`config.mk`:
```
export PLATFORM = sky130hd
export DESIGN_NAME = i2c_master_bit_sequencer
export DESIGN_NICKNAME = d
export VERILOG_FILES = /design/src/i2cms_pkg.sv /design/src/i2cms_front.sv /design/src/i2cms_queue.sv /design/src/i2cms_back.sv /design/src/i2c_master_bit_sequencer.sv
export SDC_FILE = /design/constraint.sdc
export NUM_CORES = 1
export LEC_CHECK = 0
export BUFFER_PORTS_ARGS = -buffer_cell sky130_fd_sc_hd__buf_4
export CORE_ASPECT_RATIO = 0.6
export CORE_UTILIZATION = 40
export DETAILED_ROUTE_END_ITERATION = 10
export PLACE_DENSITY = 0.62
export SLEW_MARGIN = 15
export SYNTH_ARGS = -nofsm -noshare
export SYNTH_HDL_FRONTEND = slang
export SYNTH_SLANG_ARGS = --single-unit
```
`constraint.sdc`:
```
create_clock -name aclk -period 6.9 [get_ports aclk]
set_input_delay 1.035 -clock aclk [delete_from_list [all_inputs] [get_ports aclk]]
set_output_delay 1.035 -clock aclk [all_outputs]
set_load 0.005 [all_outputs]
```
`src/i2cms_pkg.sv`:
```
// shared types for the i2c master bit sequencer
package i2cms_pkg;

    typedef enum logic [2:0] {
        MODE_START    = 3'd0,
        MODE_STOP     = 3'd1,
        MODE_WRITE    = 3'd2,
        MODE_READ     = 3'd3,
        MODE_WAIT_ACK = 3'd4
    } mode_t;

    typedef struct packed {
        mode_t      mode;
        logic [7:0] write_data;
        logic       send_nack;
        logic [7:0] slave_bits;
        logic       slave_ack_level;
    } cmd_t;

    typedef struct packed {
        logic       scl;
        logic       sda;
        logic       sda_released;
        logic       hold;
        logic [7:0] rx_byte;
        logic       ack_missing;
        logic       last;
    } bus_state_t;

    localparam int unsigned STEP_W = 5;

endpackage

```
`src/i2cms_front.sv`:
```
// front stage: takes requests, drops unknown modes, hands commands to the queue
module i2cms_front
    import i2cms_pkg::*;
(
    input  logic        aclk,
    input  logic        aresetn,
    input  logic        s_tvalid,
    output logic        s_tready,
    input  logic [2:0]  s_tuser,
    input  logic [23:0] s_tdata,
    output logic        push,
    output cmd_t        push_cmd,
    input  logic        q_ready
);

    logic cmd_valid_reg;
    cmd_t cmd_reg;
    logic known;

    always_comb begin
        case (s_tuser)
            MODE_START, MODE_STOP, MODE_WRITE, MODE_READ, MODE_WAIT_ACK: known = 1'b1;
            default: known = 1'b0;
        endcase
    end

    assign s_tready = !cmd_valid_reg || q_ready;
    assign push     = cmd_valid_reg && q_ready;
    assign push_cmd = cmd_reg;

    always_ff @(posedge aclk) begin
        if (!aresetn) begin
            cmd_valid_reg <= 1'b0;
        end else if (s_tready) begin
            // unknown modes give no bus states at all
            cmd_valid_reg <= s_tvalid && known;
        end
        if (s_tready && s_tvalid) begin
            cmd_reg.mode            <= mode_t'(s_tuser);
            cmd_reg.write_data      <= s_tdata[7:0];
            cmd_reg.send_nack       <= s_tdata[8];
            cmd_reg.slave_bits      <= s_tdata[16:9];
            cmd_reg.slave_ack_level <= s_tdata[17];
        end
    end

endmodule

```
`src/i2cms_queue.sv`:
```
// short command queue between front and back
module i2cms_queue
    import i2cms_pkg::*;
#(
    parameter int unsigned DEPTH = 4
) (
    input  logic aclk,
    input  logic aresetn,
    input  logic push,
    input  cmd_t push_cmd,
    output logic q_ready,
    input  logic pop,
    output logic q_valid,
    output cmd_t q_cmd
);

    localparam int unsigned AW = (DEPTH > 1) ? $clog2(DEPTH) : 1;
    localparam int unsigned CW = $clog2(DEPTH + 1);

    cmd_t            entry_reg [DEPTH];
    logic [AW-1:0]   wr_ptr_reg;
    logic [AW-1:0]   rd_ptr_reg;
    logic [CW-1:0]   count_reg;

    assign q_ready = count_reg != CW'(DEPTH);
    assign q_valid = count_reg != '0;
    assign q_cmd   = entry_reg[rd_ptr_reg];

    always_ff @(posedge aclk) begin
        if (!aresetn) begin
            wr_ptr_reg <= '0;
            rd_ptr_reg <= '0;
            count_reg  <= '0;
        end else begin
            if (push) begin
                wr_ptr_reg <= (wr_ptr_reg == AW'(DEPTH - 1)) ? '0 : wr_ptr_reg + 1'b1;
            end
            if (pop) begin
                rd_ptr_reg <= (rd_ptr_reg == AW'(DEPTH - 1)) ? '0 : rd_ptr_reg + 1'b1;
            end
            if (push && !pop) begin
                count_reg <= count_reg + 1'b1;
            end else if (pop && !push) begin
                count_reg <= count_reg - 1'b1;
            end
        end
        if (push) begin
            entry_reg[wr_ptr_reg] <= push_cmd;
        end
    end

endmodule

```
`src/i2cms_back.sv`:
```
// back stage: steps through the bus states of the head command, one per cycle while the output is not stalled
module i2cms_back
    import i2cms_pkg::*;
(
    input  logic       aclk,
    input  logic       aresetn,
    input  logic       q_valid,
    input  cmd_t       q_cmd,
    output logic       pop,
    output logic       m_tvalid,
    input  logic       m_tready,
    output bus_state_t out_state
);

    logic [STEP_W-1:0] step_reg;
    logic              sda_level_reg;
    logic              dir_in_reg;
    logic              out_valid_reg;
    bus_state_t        out_reg;

    logic              scl_e;
    logic              sda_e;
    logic              rel_e;
    logic              hold_e;
    logic              last_e;
    logic              miss_e;
    logic [7:0]        rdata_e;
    logic [STEP_W-1:0] bit_step;
    logic [2:0]        k;
    logic [2:0]        bit_idx;
    logic [2:0]        next_idx;
    logic              adv;
    bus_state_t        out_next;

    assign bit_step = step_reg - STEP_W'(2);
    assign k        = bit_step[3:1];
    assign bit_idx  = 3'd7 - k;
    assign next_idx = (k == 3'd7) ? 3'd0 : 3'd6 - k;

    always_comb begin
        scl_e   = 1'b0;
        sda_e   = 1'b1;
        rel_e   = 1'b0;
        hold_e  = 1'b0;
        last_e  = 1'b0;
        miss_e  = 1'b0;
        rdata_e = '0;
        if (step_reg == '0) begin
            // every command opens by pulling scl low, lines otherwise as left
            sda_e = sda_level_reg;
            rel_e = dir_in_reg;
        end else begin
            case (q_cmd.mode)
                MODE_START: begin
                    case (step_reg)
                        5'd1: begin scl_e = 1'b0; sda_e = 1'b1; end
                        5'd2: begin scl_e = 1'b1; sda_e = 1'b1; hold_e = 1'b1; end
                        5'd3: begin scl_e = 1'b1; sda_e = 1'b0; hold_e = 1'b1; end
                        default: begin scl_e = 1'b0; sda_e = 1'b0; last_e = 1'b1; end
                    endcase
                end
                MODE_STOP: begin
                    case (step_reg)
                        5'd1: begin scl_e = 1'b0; sda_e = 1'b0; end
                        5'd2: begin scl_e = 1'b1; sda_e = 1'b0; hold_e = 1'b1; end
                        default: begin
                            scl_e = 1'b1; sda_e = 1'b1; hold_e = 1'b1; last_e = 1'b1;
                        end
                    endcase
                end
                MODE_WRITE: begin
                    if (step_reg == 5'd1) begin
                        sda_e = q_cmd.write_data[7];
                    end else if (!step_reg[0]) begin
                        scl_e  = 1'b1;
                        sda_e  = q_cmd.write_data[bit_idx];
                        hold_e = 1'b1;
                    end else begin
                        // next bit set up during the low phase
                        sda_e  = q_cmd.write_data[next_idx];
                        hold_e = 1'b1;
                        last_e = step_reg == 5'd17;
                    end
                end
                MODE_READ: begin
                    if (step_reg == 5'd1) begin
                        rel_e = 1'b1;
                    end else if (step_reg <= 5'd17) begin
                        scl_e  = !step_reg[0];
                        rel_e  = 1'b1;
                        hold_e = 1'b1;
                    end else begin
                        case (step_reg)
                            5'd18: begin sda_e = q_cmd.send_nack; end
                            5'd19: begin
                                scl_e = 1'b1; sda_e = q_cmd.send_nack; hold_e = 1'b1;
                            end
                            default: begin
                                sda_e   = q_cmd.send_nack;
                                last_e  = 1'b1;
                                rdata_e = q_cmd.slave_bits;
                            end
                        endcase
                    end
                end
                MODE_WAIT_ACK: begin
                    case (step_reg)
                        5'd1: begin rel_e = 1'b1; end
                        5'd2: begin
                            scl_e = 1'b1; rel_e = 1'b1; hold_e = 1'b1;
                            last_e = !q_cmd.slave_ack_level;
                        end
                        5'd3: begin rel_e = 1'b1; end
                        5'd4: begin sda_e = 1'b0; end
                        5'd5: begin scl_e = 1'b1; sda_e = 1'b0; hold_e = 1'b1; end
                        default: begin
                            // nack: stop issued straight away
                            scl_e = 1'b1; hold_e = 1'b1; last_e = 1'b1; miss_e = 1'b1;
                        end
                    endcase
                end
                default: begin
                    last_e = 1'b1;
                end
            endcase
        end
    end

    always_comb begin
        out_next.scl          = scl_e;
        out_next.sda          = rel_e | sda_e;
        out_next.sda_released = rel_e;
        out_next.hold         = hold_e;
        out_next.rx_byte      = rdata_e;
        out_next.ack_missing  = miss_e;
        out_next.last         = last_e;
    end

    assign adv       = q_valid && (!out_valid_reg || m_tready);
    assign pop       = adv && last_e;
    assign m_tvalid  = out_valid_reg;
    assign out_state = out_reg;

    always_ff @(posedge aclk) begin
        if (!aresetn) begin
            step_reg      <= '0;
            sda_level_reg <= 1'b1;
            dir_in_reg    <= 1'b0;
            out_valid_reg <= 1'b0;
        end else begin
            if (adv) begin
                step_reg      <= last_e ? '0 : step_reg + 1'b1;
                sda_level_reg <= sda_e;
                dir_in_reg    <= rel_e;
                out_valid_reg <= 1'b1;
            end else if (m_tready) begin
                out_valid_reg <= 1'b0;
            end
        end
        if (adv) begin
            out_reg <= out_next;
        end
    end

endmodule

```
`src/i2c_master_bit_sequencer.sv`:
```
// i2c master bit sequencer: one request in, a run of bus states out, one state per cycle if not stalled
// a request passes the front command register, the queue and the back output register
// throughput: one bus state per cycle while m_tready is high; a request gives 3 to 21
//   states (start 5, stop 4, write 18, read 21, wait ack 3 or 7), set by the back stepper
// unknown modes are dropped in the front stage and give no state
// reset: sda level 1 with the master driving, queue empty, half period 500
module i2c_master_bit_sequencer
    import i2cms_pkg::*;
#(
    parameter int unsigned QUEUE_DEPTH = 4
) (
    input  logic        aclk,
    input  logic        aresetn,
    input  logic        s_tvalid,
    output logic        s_tready,
    input  logic [23:0] s_tdata,   // write_data[7:0], send_nack, slave_bits[7:0], slave_ack_level
    input  logic [2:0]  s_tuser,   // mode
    output logic        m_tvalid,
    input  logic        m_tready,
    output logic [15:0] m_tdata,   // scl, sda, sda_released, hold, rx_byte[7:0], ack_missing
    output logic        m_tlast,
    input  logic        psel,
    input  logic        penable,
    input  logic        pwrite,
    input  logic [2:0]  paddr,
    input  logic [31:0] pwdata,
    output logic [31:0] prdata,
    output logic        pready
);

    logic       push;
    cmd_t       push_cmd;
    logic       q_ready;
    logic       pop;
    logic       q_valid;
    cmd_t       q_cmd;
    bus_state_t out_state;
    logic [15:0] half_period_reg;

    i2cms_front u_front (
        .aclk     (aclk),
        .aresetn  (aresetn),
        .s_tvalid (s_tvalid),
        .s_tready (s_tready),
        .s_tuser  (s_tuser),
        .s_tdata  (s_tdata),
        .push     (push),
        .push_cmd (push_cmd),
        .q_ready  (q_ready)
    );

    i2cms_queue #(
        .DEPTH (QUEUE_DEPTH)
    ) u_queue (
        .aclk     (aclk),
        .aresetn  (aresetn),
        .push     (push),
        .push_cmd (push_cmd),
        .q_ready  (q_ready),
        .pop      (pop),
        .q_valid  (q_valid),
        .q_cmd    (q_cmd)
    );

    i2cms_back u_back (
        .aclk      (aclk),
        .aresetn   (aresetn),
        .q_valid   (q_valid),
        .q_cmd     (q_cmd),
        .pop       (pop),
        .m_tvalid  (m_tvalid),
        .m_tready  (m_tready),
        .out_state (out_state)
    );

    assign m_tdata = {3'b000, out_state.ack_missing, out_state.rx_byte, out_state.hold,
                      out_state.sda_released, out_state.sda, out_state.scl};
    assign m_tlast = out_state.last;

    // half period register is held for software, it does not shape the states
    assign pready = 1'b1;
    assign prdata = (paddr[2] == 1'b0) ? {16'h0000, half_period_reg} : 32'h0000_0000;

    always_ff @(posedge aclk) begin
        if (!aresetn) begin
            half_period_reg <= 16'd500;
        end else if (psel && penable && pwrite && pready && (paddr[2] == 1'b0)) begin
            half_period_reg <= pwdata[15:0];
        end
    end

endmodule
```
Word level (Yosys, flattened, before mapping)
Memory sizes are Yosys's and may differ from the RTL's. A register that Yosys moved wholly into a read port is not among the register bits. Index checks and enable logic that the tools add are counted.

Bits in registers: 67. Memory bits (writable): 84. Input bits: 69. Output and inout port bits: 52. Logic and storage cells: 147. Memories: 1.

Memories: u_queue.entry_reg (depth 4, bits a word 21, rd ports 1, clocked after Yosys merged registers in 1, write ports 1, RTL line i2cms_queue.sv:20) `cmd_t entry_reg [DEPTH];`.

Add/sub/neg operators: 8. Magnitude comparators: 3. Equal/unequal tests: 20. Muxes and demuxes: 54. Bitwise operators: 4. Reductions and logical operators: 36.

Operators with widths (count): $mux 1 (37); $mux 16 (1); $eq 5x5->1 const B (3); $pmux 1 s5 (3); $eq 3x2->1 const B (4); $reduce_or 2->1 (6); $eq 5x2->1 const B (2); $eq 5x3->1 const B (2); $logic_and 1x1->1 (10); $reduce_or 5->1 (2); $eq 3x3->1 const B (3); $mux 3 (3); $lt 3x4->1 const B (2); $mux 2 (4); $bmux 1 s3 (2); $eq 3x1->1 const B (2); $logic_not 1->1 (6); $logic_not 3->1 (2); $reduce_or 3->1 (2); $reduce_or 6->1 (1); $sub 3x3->3 const A (2); $add 5x1->5 const B (1); $eq 5x1->1 const B (1); $le 5x5->1 const B (1); other kinds (16) (23).

Depth between registers and ports, before layout
Word-level depth: 11. Depth in mapped cells: 15.

Hierarchy
A second synthesis with hierarchy kept.

Cells, all modules: 459. Area total of the unflattened synthesis: 6720.2 um^2.

By module, submodules not included: i2cms_queue (times used 1, cells an instance 154, area each 3490.8 um^2); i2cms_back (times used 1, cells an instance 167, area each 1572.8 um^2); i2c_master_bit_sequencer (times used 1, cells an instance 109, area each 959.7 um^2); i2cms_front (times used 1, cells an instance 29, area each 696.9 um^2).

Least setup slack after synthesis
Ideal clock, no wire load.

Kind: register to register. Start: reg u_back.step_reg[1]. End: reg u_queue.count_reg[2]. Setup time: 0.076 ns. Arrival: 3.212 ns. Setup slack: 3.613 ns. Stages on the path, launching flop included: 16. Clock period less this slack: 3.287 ns. Cells stage by stage: dfxtp_1 clkbuf_1 inv_1 ha_1 buf_2 nor3b_1 or4bb_1 a32o_1 a31oi_4 inv_1 ha_1 inv_1 fa_1 xor2_1 or3_1 a21boi_0.

Cells in the longest elaborated chain, start to end: 11. Elaborated cells between the ends (all ways): 30. Classes of those cells: 1 x order compare; 8 x eq/ne; 11 x mux; 10 x reduce/logical.

Ends and longest elaborated chain: start: declaration (RTL line i2cms_back.sv:15) `logic [STEP_W-1:0] step_reg;`; start signal: assignment (RTL line i2cms_back.sv:152) `step_reg <= last_e ? '0 : step_reg + 1'b1;`; $eq 5x5->1 (RTL line i2cms_back.sv:93) `case (step_reg)`; $reduce_or 2->1 (no source line); $mux 1 (RTL line i2cms_back.sv:93); $mux 1 (RTL line i2cms_back.sv:88) `end else if (step_reg <= 5'd17) begin`; $mux 1 (RTL line i2cms_back.sv:86) `if (step_reg == 5'd1) begin`; $pmux 1 s5 (RTL line i2cms_back.sv:53) `case (q_cmd.mode)`; $mux 1 (*) (RTL line i2cms_back.sv:48) `if (step_reg == '0) begin`; $logic_and 1x1->1 (*) (RTL line i2cms_back.sv:140) `assign pop = adv && last_e;`; $logic_not 1->1 (RTL line i2cms_queue.sv:41) `if (push && !pop) begin`; $logic_and 1x1->1 (RTL line i2cms_queue.sv:41); $mux 3 / $reduce_bool 2->1 (equally long branches); end signal: assignment (RTL line i2cms_queue.sv:42) `count_reg <= count_reg + 1'b1;`; end signal: assignment (RTL line i2cms_queue.sv:44) `count_reg <= count_reg - 1'b1;`; end: declaration (RTL line i2cms_queue.sv:23) `logic [CW-1:0] count_reg;`.

Mark *: on every way between the ends. The rest lies on a longest branch, timed or not. A chain may end at the register's enable or synchronous reset.

Worst setup path in the final report
Ends and elaborated chain as after synthesis.

==> run summary <==
================================================================================
Outcome ........................................................... complete, no violations
Area fraction of the dominant cell type after synthesis ...........       0.5397
Worst min-delay path class ........................................ flop to flop
Post-CTS Hold Buffers .............................................            0
Area enclosed by the die boundary .................................  0.01709 mm²
Total power density per cell area ................................. 328.0 mW/mm²
Synthesized instance count ........................................          465
Area Overhead vs Synth ............................................       19.63%
Cell accounting for the most synthesized area ..................... sky130_fd_sc_hd__edfxtp_1
Setup slack on the worst flop-to-flop path ........................      3.12 ns
Count of synthesis-stage warnings from yosys ......................            0
Most used standard cells in the synthesized netlist ............... 119 x sky130_fd_sc_hd__edfxtp_1, 49 x sky130_fd_sc_hd__nand2_1, 34 x sky130_fd_sc_hd__dfxtp_1
Vias in the first global route ....................................         3609
Nature of the critical path endpoint ..............................         flop
Vias ..............................................................         3906
Number of buffers created by CTS ..................................           17
Total setup violations reported at the end of the flow ............            0
Boundary Pins .....................................................          121
First-pass GRT wire length ........................................     19120 µm
Worst path required time ..........................................      7.24 ns
Reg-to-reg critical path endpoint ................................. u_queue.count_reg[2]
Maximum capacitance violations ....................................            0
Maximum number of pins on one net before global-route repair ......           31
Routed via count divided by cell count ............................        5.099
DR WL/cell ........................................................     16.33 µm
Total of cells resized after clock tree synthesis .................            0
Clk Tree Root Cell ................................................ sky130_fd_sc_hd__clkbuf_16
# clock sinks .....................................................          153
Maximum level of the CTS H-tree ...................................            4
RD Place Congestion ...............................................       0.8584
Fraction of the yosys area taken by sequential cells ..............       0.6425
Setup clock skew after layout .....................................   0.01005 ns
Headroom to the max-slew limit ....................................       0.2771
Final WL ..........................................................     12510 µm
Detailed-route DRC error count ....................................            0
Largest fanout on the critical path ...............................           13
Standard-cell row count ...........................................           36
Final HPWL from detailed placement ................................      8376 µm
Max VDD drop ......................................................     175.2 µV
Die X .............................................................     168.1 µm
Post-Syn Area per Cell ............................................    14.24 µm²
Actual transition at the worst max-transition pin .................     1.084 ns
Remaining global-route overflow ...................................            0
Start-to-end type of the worst setup path ......................... flop to flop
Share of synthesized flip-flops with an asynchronous set or reset .            0
TritonCTS clock tree ..............................................        built
Static leakage ....................................................     2.904 nW
Number of storage elements in the synthesis netlist ...............          153
Reg2Reg Depth .....................................................           13
Nature of the critical path startpoint ............................         flop
Global-route usage over all layers ................................       0.1507
Skew-Pair Late Insertion Delay ....................................      0.42 ns
Source of the worst register-to-register timing path .............. u_back.step_reg[1]
Commonest register cell after synthesis ........................... sky130_fd_sc_hd__edfxtp_1
Launching element of the worst setup path ......................... u_back.step_reg[1]
Period utilisation layout .........................................       0.5481
# Post-CTS Setup Buffers ..........................................            0
Top-count cell post-synth ......................................... sky130_fd_sc_hd__edfxtp_1
Worst setup path endpoint ......................................... u_queue.count_reg[2]
Utilization after layout ..........................................       0.4885
Clock period minus worst slack ....................................     3.782 ns
Number of detailed-routing iterations run before antenna repair ...            5
Max Fclk ..........................................................    264.4 MHz
Ratio of cells with drive above 1 in the final layout .............       0.2478
Count of input and output buffers .................................           76
Data arrival at the endpoint of the critical path .................      4.12 ns
Final Hold Fails ..................................................            0
Area of the placeable core ........................................  0.01622 mm²
Number of DRC markers in iteration 0 ..............................          218
Initial antenna violation count ...................................            0
Setup repair after global routing missed its margin ...............           no
Count of cell types in the netlist ................................           59
Max reg flops .....................................................           84
Number of synthesized flops with an enable pin ....................          119
Die Ht ............................................................     101.7 µm
Summed negative setup slack over all endpoints ....................         0 ns
Initial Utilization ...............................................       0.4083
Antenna diodes ....................................................            0
Final-layout fill cell count ......................................         1384
HP Start .......................................................... half_period_reg[12]
NumNets Final .....................................................          628
Final ANT Viol Nets ...............................................            0
Max-slew violation total from the final report ....................            0
Clk slew on worst S/H paths .......................................      0.07 ns
CTS Buffer Depth ..................................................            2
Cell types occupying the most area after synthesis ................ sky130_fd_sc_hd__edfxtp_1 54%, sky130_fd_sc_hd__dfxtp_1 10%, sky130_fd_sc_hd__mux4_2 5.1%
Combined area of all synthesized cells ............................ 0.006621 mm²
================================================================================
## worst min-delay path by stage
| stage | cells past startpoint | to | slack (ns) |
|---|---|---|---|
| 3_5_place_dp | 2 | half_period_reg[9] | 0.45 |
| 5_1_grt | 2 | half_period_reg[12] | 0.48 |
| 3_3_place_gp | 2 | half_period_reg[6] | 0.45 |
| 2_1_floorplan | 2 | half_period_reg[2] | 0.43 |
| 4_1_cts | 2 | half_period_reg[9] | 0.46 |
| 6_report | 2 | half_period_reg[12] | 0.46 |
## layer usage
metal  global-route usage  vias up  part of all wire
li1                     -     1852                 -
met1               0.2179     1918              0.50
met2               0.2237      127              0.45
met3              0.03087        9             0.049
met4              0.05944        0            0.0084
met5                    0        -                 0
## cells in the final DEF, fill, tap and decap left out, types with 3 or more instances in the layout
cell type	netlist	layout
sky130_fd_sc_hd__xnor2_1	3	3
sky130_fd_sc_hd__nor3_1	6	6
sky130_fd_sc_hd__inv_8	0	4
sky130_fd_sc_hd__inv_6	0	3
sky130_fd_sc_hd__o22ai_1	4	4
sky130_fd_sc_hd__nand2_1	49	49
sky130_fd_sc_hd__clkbuf_16	0	17
sky130_fd_sc_hd__and2_1	7	5
sky130_fd_sc_hd__dfxtp_1	34	34
sky130_fd_sc_hd__mux4_2	15	15
sky130_fd_sc_hd__xor2_1	3	3
sky130_fd_sc_hd__nor2_1	16	16
sky130_fd_sc_hd__o21ai_0	8	8
sky130_fd_sc_hd__buf_4	20	80
sky130_fd_sc_hd__conb_1	2	20
sky130_fd_sc_hd__nand2b_1	4	4
sky130_fd_sc_hd__clkinv_8	0	3
sky130_fd_sc_hd__a21boi_0	14	14
sky130_fd_sc_hd__and2b_1	6	6
sky130_fd_sc_hd__ha_1	14	14
sky130_fd_sc_hd__a21oi_1	12	12
sky130_fd_sc_hd__nor2b_1	26	26
sky130_fd_sc_hd__nand3_1	13	13
sky130_fd_sc_hd__mux4_1	6	6
sky130_fd_sc_hd__edfxtp_1	119	119
sky130_fd_sc_hd__inv_1	12	12
sky130_fd_sc_hd__mux2i_1	10	10
sky130_fd_sc_hd__or3_1	3	3
sky130_fd_sc_hd__a2111oi_0	4	4
## power breakdown
group	total [W]	switching (W)	leakage (nW)	internal [W]
Sequential	0.00114	0.0000495	1.38	0.00110
Clock	0.000940	0.000420	0.291	0.000520
Combinational	0.000514	0.000289	1.24	0.000225
## critical path: stages (launching register included)
cell and delay (ns):
sky130_fd_sc_hd__dfxtp_1 0.47, sky130_fd_sc_hd__inv_1 0.29, sky130_fd_sc_hd__ha_1 0.42, sky130_fd_sc_hd__nor3b_1 0.37, sky130_fd_sc_hd__or4bb_1 0.52, sky130_fd_sc_hd__a32o_1 0.28, sky130_fd_sc_hd__a31oi_4 0.21, sky130_fd_sc_hd__inv_1 0.12
sky130_fd_sc_hd__ha_1 0.22, sky130_fd_sc_hd__inv_1 0.07, sky130_fd_sc_hd__fa_1 0.17, sky130_fd_sc_hd__xor2_1 0.07, sky130_fd_sc_hd__or3_1 0.31, sky130_fd_sc_hd__a21boi_0 0.18
## metrics by stage
stage	area, µm²	total power [W]	hold slack [ns]	cells	setup slack [ns]
4_1_cts	7919	0.002619	0.4619	766	3.152
5_1_grt	7921	0.002716	0.4844	766	2.854
2_1_floorplan	6689	0.001492	0.4326	483	3.613
3_5_place_dp	7311	0.001676	0.4526	734	3.187
6_report	7921	0.002598	0.4608	766	3.118
3_3_place_gp	7311	0.001663	0.4484	734	3.280
## cell type report
| cell class | count | area (µm²) | area share |
|---|---|---|---|
| flip-flops and latches | 153 | 4254 | 0.5370 |
| multi-input cells | 280 | 2152 | 0.2717 |
| repair buffers | 80 | 600.6 | 0.07582 |
| clock buffers | 17 | 425.4 | 0.05370 |
| well taps | 209 | 261.5 | 0.03301 |
| clock inverters | 15 | 182.7 | 0.02306 |
| inverters | 12 | 45.04 | 0.005686 |
## cell families (layout without fill, tap and decap cells)
group	count (synthesis)	after routing	share of synthesized area
multiplexers	33	33	0.09335
AND/OR/NAND/NOR	148	148	0.1200
XOR/XNOR	6	6	0.007938
AO/OA/AOI/OAI	58	58	0.06255
flip-flops	153	153	0.6425
other	2	20	0.001134
buffers and inverters	50	124	0.04308
adder cells (fa/ha/maj)	15	15	0.02948
Note: power is estimated with default switching activity, not from simulation.
